File: src/rtl/tilemap_pixel_generator_with_blink_assert.svh
// ---------------------------------------------------------------------------
// Tilemap pixel generator assertion macros
// Shared assertion wrappers; NO_ASSERTIONS turns every use into nothing.
// ---------------------------------------------------------------------------
`ifndef TILEMAP_PIXEL_GENERATOR_WITH_BLINK_ASSERT_SVH
`define TILEMAP_PIXEL_GENERATOR_WITH_BLINK_ASSERT_SVH

`ifndef NO_ASSERTIONS

// Same-cycle implication, checked on every clock outside reset.
`define TPG_ASSERT_NOW(label, pre, post) \
    label: assert property (@(posedge aclk) disable iff (!aresetn) (pre) |-> (post)) \
        else $error("tpg assertion failed: same-cycle check");

// Next-cycle implication, checked on every clock outside reset.
`define TPG_ASSERT_NEXT(label, pre, post) \
    label: assert property (@(posedge aclk) disable iff (!aresetn) (pre) |=> (post)) \
        else $error("tpg assertion failed: next-cycle check");

`else

`define TPG_ASSERT_NOW(label, pre, post)
`define TPG_ASSERT_NEXT(label, pre, post)

`endif

`endif

File: src/rtl/tpg_pkg.sv
// ---------------------------------------------------------------------------
// Tilemap pixel generator package
// Shared request and response words, request codes, geometry and helpers.
// ---------------------------------------------------------------------------
package tpg_pkg;

    // Grid and blink geometry.
    localparam int GRID_COLS    = 32;
    localparam int BLINK_PERIOD = 10;
    localparam int CELL_AW      = 10;
    localparam int CELL_COUNT   = 1 << CELL_AW;
    localparam int GLYPH_AW     = 12;
    localparam int GLYPH_DEPTH  = 1 << GLYPH_AW;
    localparam int PLANE_COUNT  = 3;

    // Blink phases at which blinking content disappears, and the start phase.
    localparam logic [3:0] PHASE_LINE_HIDE = 4'd3;
    localparam logic [3:0] PHASE_CHAR_HIDE = 4'd7;
    localparam logic [3:0] PHASE_START     = 4'd0;

    // Request codes.
    localparam logic [2:0] REQ_VIDEO_WR = 3'd0;
    localparam logic [2:0] REQ_CHAR_LD  = 3'd1;
    localparam logic [2:0] REQ_CTRL_WR  = 3'd2;
    localparam logic [2:0] REQ_FRAME    = 3'd3;
    localparam logic [2:0] REQ_RENDER   = 3'd4;

    // Input word.
    typedef struct packed {
        logic [2:0]  req_type;
        logic [13:0] addr;
        logic [7:0]  data;
        logic [7:0]  pixel_x;
        logic [7:0]  pixel_y;
    } tpg_req_t;

    // Output word.
    typedef struct packed {
        logic [7:0] pixel_value;
        logic       redraw_needed;
    } tpg_rsp_t;

    // Request context held while the cell memories are read.
    typedef struct packed {
        logic [2:0] req_type;
        logic       ctrl_bit;
        logic [2:0] row;
        logic [2:0] col;
        logic       origin;
    } tpg_stage1_t;

    // Decisions taken by the blink controller for one request.
    typedef struct packed {
        logic shown;
        logic redraw;
        logic pal_high;
    } tpg_blink_res_t;

    // Cell index of a pixel, wrapped to the cell memory size.
    function automatic logic [CELL_AW-1:0] cell_index(input logic [7:0] px,
                                                      input logic [7:0] py);
        logic [CELL_AW:0] prod;
        logic [CELL_AW:0] sum;
        prod = (CELL_AW+1)'(py[7:3]) * (CELL_AW+1)'(GRID_COLS);
        sum  = prod + (CELL_AW+1)'(px[7:3]);
        return sum[CELL_AW-1:0];
    endfunction

endpackage

File: src/rtl/tpg_blink.sv
// ---------------------------------------------------------------------------
// Tilemap blink controller
// Blink phase, blink-seen flags, palette high bit and the visibility test.
// ---------------------------------------------------------------------------
module tpg_blink
    import tpg_pkg::*;
(
    input  logic           aclk,
    input  logic           aresetn,
    input  logic           en,
    input  tpg_stage1_t    s1,
    input  logic [7:0]     attr,
    output tpg_blink_res_t res
);

    logic [3:0] phase_reg;
    logic [3:0] phase_next;
    logic       line_seen_reg;
    logic       line_seen_next;
    logic       char_seen_reg;
    logic       char_seen_next;
    logic       pal_high_reg;
    logic       pal_high_next;
    logic [4:0] phase_inc;
    logic       is_render;
    logic       is_tick;
    logic       lblink;
    logic       cblink;

    assign is_render = (s1.req_type == REQ_RENDER);
    assign is_tick   = (s1.req_type == REQ_FRAME);
    assign lblink    = attr[6];
    assign cblink    = attr[7];
    assign phase_inc = {1'b0, phase_reg} + 5'd1;

    // Visibility, redraw report and the next blink state.
    always_comb begin
        res.pal_high = pal_high_reg;
        res.shown    = (!cblink || (phase_reg < PHASE_CHAR_HIDE))
                    && (!(lblink && !s1.row[0]) || (phase_reg < PHASE_LINE_HIDE))
                    && (attr[3:0] != 4'd0);
        res.redraw   = is_tick
                    && ((((line_seen_reg || char_seen_reg) && (phase_reg == PHASE_START)))
                     || (line_seen_reg && (phase_reg == PHASE_LINE_HIDE))
                     || (char_seen_reg && (phase_reg == PHASE_CHAR_HIDE)));

        phase_next     = phase_reg;
        line_seen_next = line_seen_reg;
        char_seen_next = char_seen_reg;
        pal_high_next  = pal_high_reg;
        if (is_tick) begin
            phase_next = (phase_inc >= 5'(BLINK_PERIOD)) ? PHASE_START : phase_inc[3:0];
        end
        if (is_render) begin
            line_seen_next = (line_seen_reg && !s1.origin) || lblink;
            char_seen_next = (char_seen_reg && !s1.origin) || cblink;
        end
        if (s1.req_type == REQ_CTRL_WR) begin
            pal_high_next = s1.ctrl_bit;
        end
    end

    always_ff @(posedge aclk) begin
        if (!aresetn) begin
            phase_reg     <= PHASE_START;
            line_seen_reg <= 1'b0;
            char_seen_reg <= 1'b0;
            pal_high_reg  <= 1'b0;
        end else if (en) begin
            phase_reg     <= phase_next;
            line_seen_reg <= line_seen_next;
            char_seen_reg <= char_seen_next;
            pal_high_reg  <= pal_high_next;
        end
    end

endmodule

File: config.mk
export PLATFORM = sky130hd
export DESIGN_NAME = tpg_blink
export DESIGN_NICKNAME = d
export VERILOG_FILES = /design/src/rtl/tilemap_pixel_generator_with_blink_assert.svh /design/src/rtl/tpg_pkg.sv /design/src/rtl/tpg_blink.sv
export SDC_FILE = /design/constraint.sdc
export NUM_CORES = 1
export LEC_CHECK = 0
export BUFFER_PORTS_ARGS = -buffer_cell sky130_fd_sc_hd__buf_2
export CAP_MARGIN = 10
export CORE_AREA = 10 10 47 49
export DETAILED_ROUTE_END_ITERATION = 12
export DIE_AREA = 0 0 57 59
export PLACE_DENSITY = 0.71
export SLEW_MARGIN = 20
export SYNTH_ARGS = -nofsm -noshare
export SYNTH_HDL_FRONTEND = slang
export SYNTH_SLANG_ARGS = --single-unit
File: constraint.sdc
create_clock -name aclk -period 2.75 [get_ports aclk]
set_clock_uncertainty 0.2 [all_clocks]
set_input_delay 0.1375 -clock aclk [delete_from_list [all_inputs] [get_ports aclk]]
set_output_delay 0.1375 -clock aclk [all_outputs]
set_load 0.01 [all_outputs]
Yosys cells after proc, flatten, opt, wreduce, memory -nomap -nowiden
Cells that the tools add are included.
- multiplexer cells: 1
- reductions and logical operators: 25
- eq/ne operators: 5
- add/sub/neg operators: 1
- $lt $le $gt $ge: 3
- operator list (kind ; number):
    logical AND 1 bit ; 9
    logical OR 1 bit ; 7
    == test 3 x 2 -> 1 bit (second input constant) ; 2
    AND reduction 2 bit ; 3
    adder 4 x 1 -> 5 bit (second input constant) ; 1
    >= comparator 5 x 4 -> 1 bit (second input constant) ; 1
    == test 4 x 2 -> 1 bit (second input constant) ; 1
    == test 4 x 3 -> 1 bit (second input constant) ; 1
    logical NOT 1 bit ; 4
    logical NOT 4 bit ; 1
    less-than comparator 4 x 2 -> 1 bit (second input constant) ; 1
    less-than comparator 4 x 3 -> 1 bit (second input constant) ; 1
    two-way mux 4 bit ; 1
    nonzero test 4 bit ; 1
    == test 3 bit (second input constant) ; 1
- flip-flop bits (word level): 7
- bits of input ports: 22
- output and inout port bits: 3
- word-level logic and storage cells: 39

Longest topological paths before layout
- depth in word-level cells: 6
- mapped depth: 6
- mapped depth without buffers: 6

Worst setup path after synthesis
No wires, ideal clock.
- path type: register to output
- start: reg phase_reg[0]
- end: out res[1] (netlist bit)
- buffers on the path: 0
- setup slack: 1.168 ns
- stages on the path, launching flop included: 6
- arrival time: 1.245 ns
- data required time: 2.413 ns
- cells stage by stage: dfxtp_1 -> ha_1 -> nor2_1 -> nor3b_1 -> a21oi_1 -> nor3_1
- RTL lines (element ; RTL line ; source):
    start: declaration ; tpg_blink.sv:16 ; logic [3:0] phase_reg;
    start signal: assignment ; tpg_blink.sv:70 ; phase_reg <= phase_next;
    end: declaration ; tpg_blink.sv:13 ; output tpg_blink_res_t res

==> metrics.md <==
| Metric | Value |
|---|---|
| Worst-Skew Late Latency | 250 ps |
| H-tree levels | 1 |
| Distinct cells, synth | 34 |
| Share of layout cells above drive strength 1 | 35.44% |
| Hold slack | 6.342 ps |
| Mapped Cells | 58 |
| Largest family of logic cells by synthesized area | simple AND/OR/NAND/NOR gates |
| First-pass GRT wire length | 2.001 mm |
| Fin. Hold Viols | 0 |
| Die width | 57 um |
| RSZ-0062 raised after global routing | false |
| Post-synth top area share | 25.81% |
| YS warnings | 0 |
| DR DRC count | 0 |
| Final TNS setup | 0 ps |
| Synth top cells by count | 7 x dfxtp_1, 6 x nor2b_1 |
| Ys async rst share | 0% |
| Adder-Cell Fraction of Synth Area | 8.986% |
| Core ar. | 0.001401 mm^2 |
| Power Density | 355.4 mW/mm^2 |
| Min Tclk post-route | 1966 ps |
| Post-synth EDFFs | 0 |
| Post-Syn Area | 543.0 um^2 |
| Global route total overflow | 0 |
| GRT Overall Usage | 7.245% |
| Main flop type after synthesis | dfxtp_1 |
| Crit path DAT | 1630 ps |
| Antenna violations before repair | 0 |
| Proportion of synthesized chip area in sequential cells | 25.81% |
| Vert. Die Dim | 59 um |
| Detail Route Antenna Nets | 0 |
| Synth Area per Inst | 9.362 um^2 |
| Clk pwr share | 37.0% |
| Max Buffers Root-to-Sink | 2 |
| Final setup fails | 0 |
| Switching power | 0.00005732 W |
| Internal Power | 0.0001846 W |
| Clock Pin Slew Worst Setup and Hold Paths | 50 ps |
| Part of the power in combinational logic | 17.7% |
| Kind of critical path | reg2out |
| # resized after CTS | 0 |
| CTS tree | yes |
| Clock sinks | 7 |
| Hold buffers post-CTS | 3 |
| Mapped Nets | 83 |
| Max_cap viols | 0 |
| Post-DP HPWL | 988 um |
| DIE AREA | 0.003363 mm^2 |
| Routed wire length | 1.191 mm |
| Vias | 495 |
| Ant diodes | 0 |
| Nets | 105 |
| Crit end category | primary output |
| Final Wtd Congestion | 0.8632 |
| Largest area contributor in the netlist | dfxtp_1 |
| Switching share of power | 23.70% |
| Crit path required time | 2410 ps |
| Status | completed |
| Post-synthesis simple-gate area fraction | 36.64% |
| Synthesis-stage register bit count | 7 |
| Post-route setup slack | 783.8 ps |
| Vias in the first global route | 488 |
| Vias/cell | 5.211 |
| Most area-consuming cells after synthesis | dfxtp_1 26%, ha_1 6.9%, nor2b_1 6.9%, and4bb_2 4.6%, a22oi_1 4.1% |
| Count leader, synth | dfxtp_1 |
| Buffers on Ports | 17 |
| Max reg flops | 4 |
| Root Buffer | clkbuf_4 |
| Pin count of the biggest net entering global routing | 9 |
| Worst-path fanout max | 7 |
| Worst Hold Class | in2reg |
| XOR/XNOR Fraction of Synth Area | 1.613% |
| CP Launch Type | register |
| # Post-CTS Setup Buffers | 0 |
| Relative slew slack | 76.67% |
| Maximum operating frequency | 508.6 MHz |
| Compound-Gate Fraction of Synth Area | 16.59% |
| IO Pins | 25 |
| Static leakage | 0.2657 nW |
| Drt first-iter violations | 9 |
| # rows | 14 |
| Least-Margin Pin Slew | 349.5 ps |
| Final Max Tran Viols | 0 |
| Peak VDD IR | 221.0 uV |
| Initial Util | 38.75% |
| Area delta synth->final | 25.35% |
| Tcrit/Tclk final | 71.50% |
| Fillers | 145 |
| Routed len/inst | 12.54 um |
| Drt first pass iters | 4 |
| Mux cell area share after synthesis | 3.917% |
| Pre-CTS WS | 1022 ps |
| CTS buffer count | 3 |
| Sequential group share of total power | 45.3% |
-- stage by stage --
stage	total power [W]	area, um^2	utilization, %	std cells
6_report	0.0002419	680.7	48.57	95
5_1_grt	0.0002549	680.7	48.57	95
4_1_cts	0.0002454	680.7	48.57	95
3_5_place_dp	0.0001512	624.3	44.55	88
3_3_place_gp	0.0001499	624.3	44.55	88
2_1_floorplan	0.0001364	543.0	-	58
-- cells by family (layout without fill, tap and decap cells) --
kind of cell,Yosys count,count (layout)
xor gates and xnor gates,1,1
DFF,7,7
buffers and inverters,6,27
and+or+nand+nor,26,26
muxes,2,2
adders and majority gates,4,4
AOI/OAI and AO/OA,12,12
-- path summary, 6_finish.rpt --
check | from | endpoint | slack (ps) | cells past startpoint
max reg2reg | phase_reg[0] | phase_reg[3] | 1020 | 5
min | aresetn | char_seen_reg | 6 | 2
max | phase_reg[0] | res[1] | 780 | 6
min reg2reg | line_seen_reg | line_seen_reg | 320 | 2
-- placed cells by master, fill, tap and decap left out, drive strengths merged, types with 2 or more instances in the layout --
| cell | Yosys | layout |
|---|---|---|
| a21boi | 2 | 2 |
| buf | 3 | 17 |
| ha | 3 | 3 |
| nor2b | 8 | 8 |
| inv | 3 | 3 |
| dfxtp | 7 | 7 |
| dlygate4sd3 | 0 | 3 |
| clkbuf | 0 | 4 |
| nand2 | 3 | 3 |
| a22oi | 3 | 3 |
| nor3 | 3 | 3 |
| nand3 | 3 | 3 |
| and4bb | 2 | 2 |
-- worst max-delay path, cell delays in order (launching register included) --
cell and delay (ps):
dfxtp_1 410, ha_1 340, nor2_1 90, nor3b_1 180, a21oi_1 60, nor3_1 150
buf_2 150
-- power by group through the flow --
stage | logic, W | registers (W) | clock network, W
2_1_floorplan | 0.0000283 | 0.000108 | 0
3_3_place_gp | 0.0000384 | 0.000111 | 0
3_5_place_dp | 0.0000395 | 0.000112 | 0
4_1_cts | 0.0000430 | 0.000110 | 0.0000928
5_1_grt | 0.0000473 | 0.000110 | 0.0000972
6_report | 0.0000428 | 0.000110 | 0.0000895
-- per-layer routing --
metal	up-vias	share of wire (%)	GRT usage (%)	routed length [um]
li1	257	-	-	-
met1	227	46	7.323	545
met2	11	48	12.40	575
met3	0	5.8	4.292	69
met4	0	0	2.013	0
met5	-	0	0	0
-- area by class of cell --
type	count	area, um^2	area share [%]
clock buffer	4	26.28	3.860
inverter	3	11.26	1.654
multi-input combinational	45	367.9	54.04
timing repair buffer	20	115.1	16.91
sequential	7	140.1	20.59
tap	16	20.02	2.941
No activity file was read; power rests on OpenSTA's default activity.
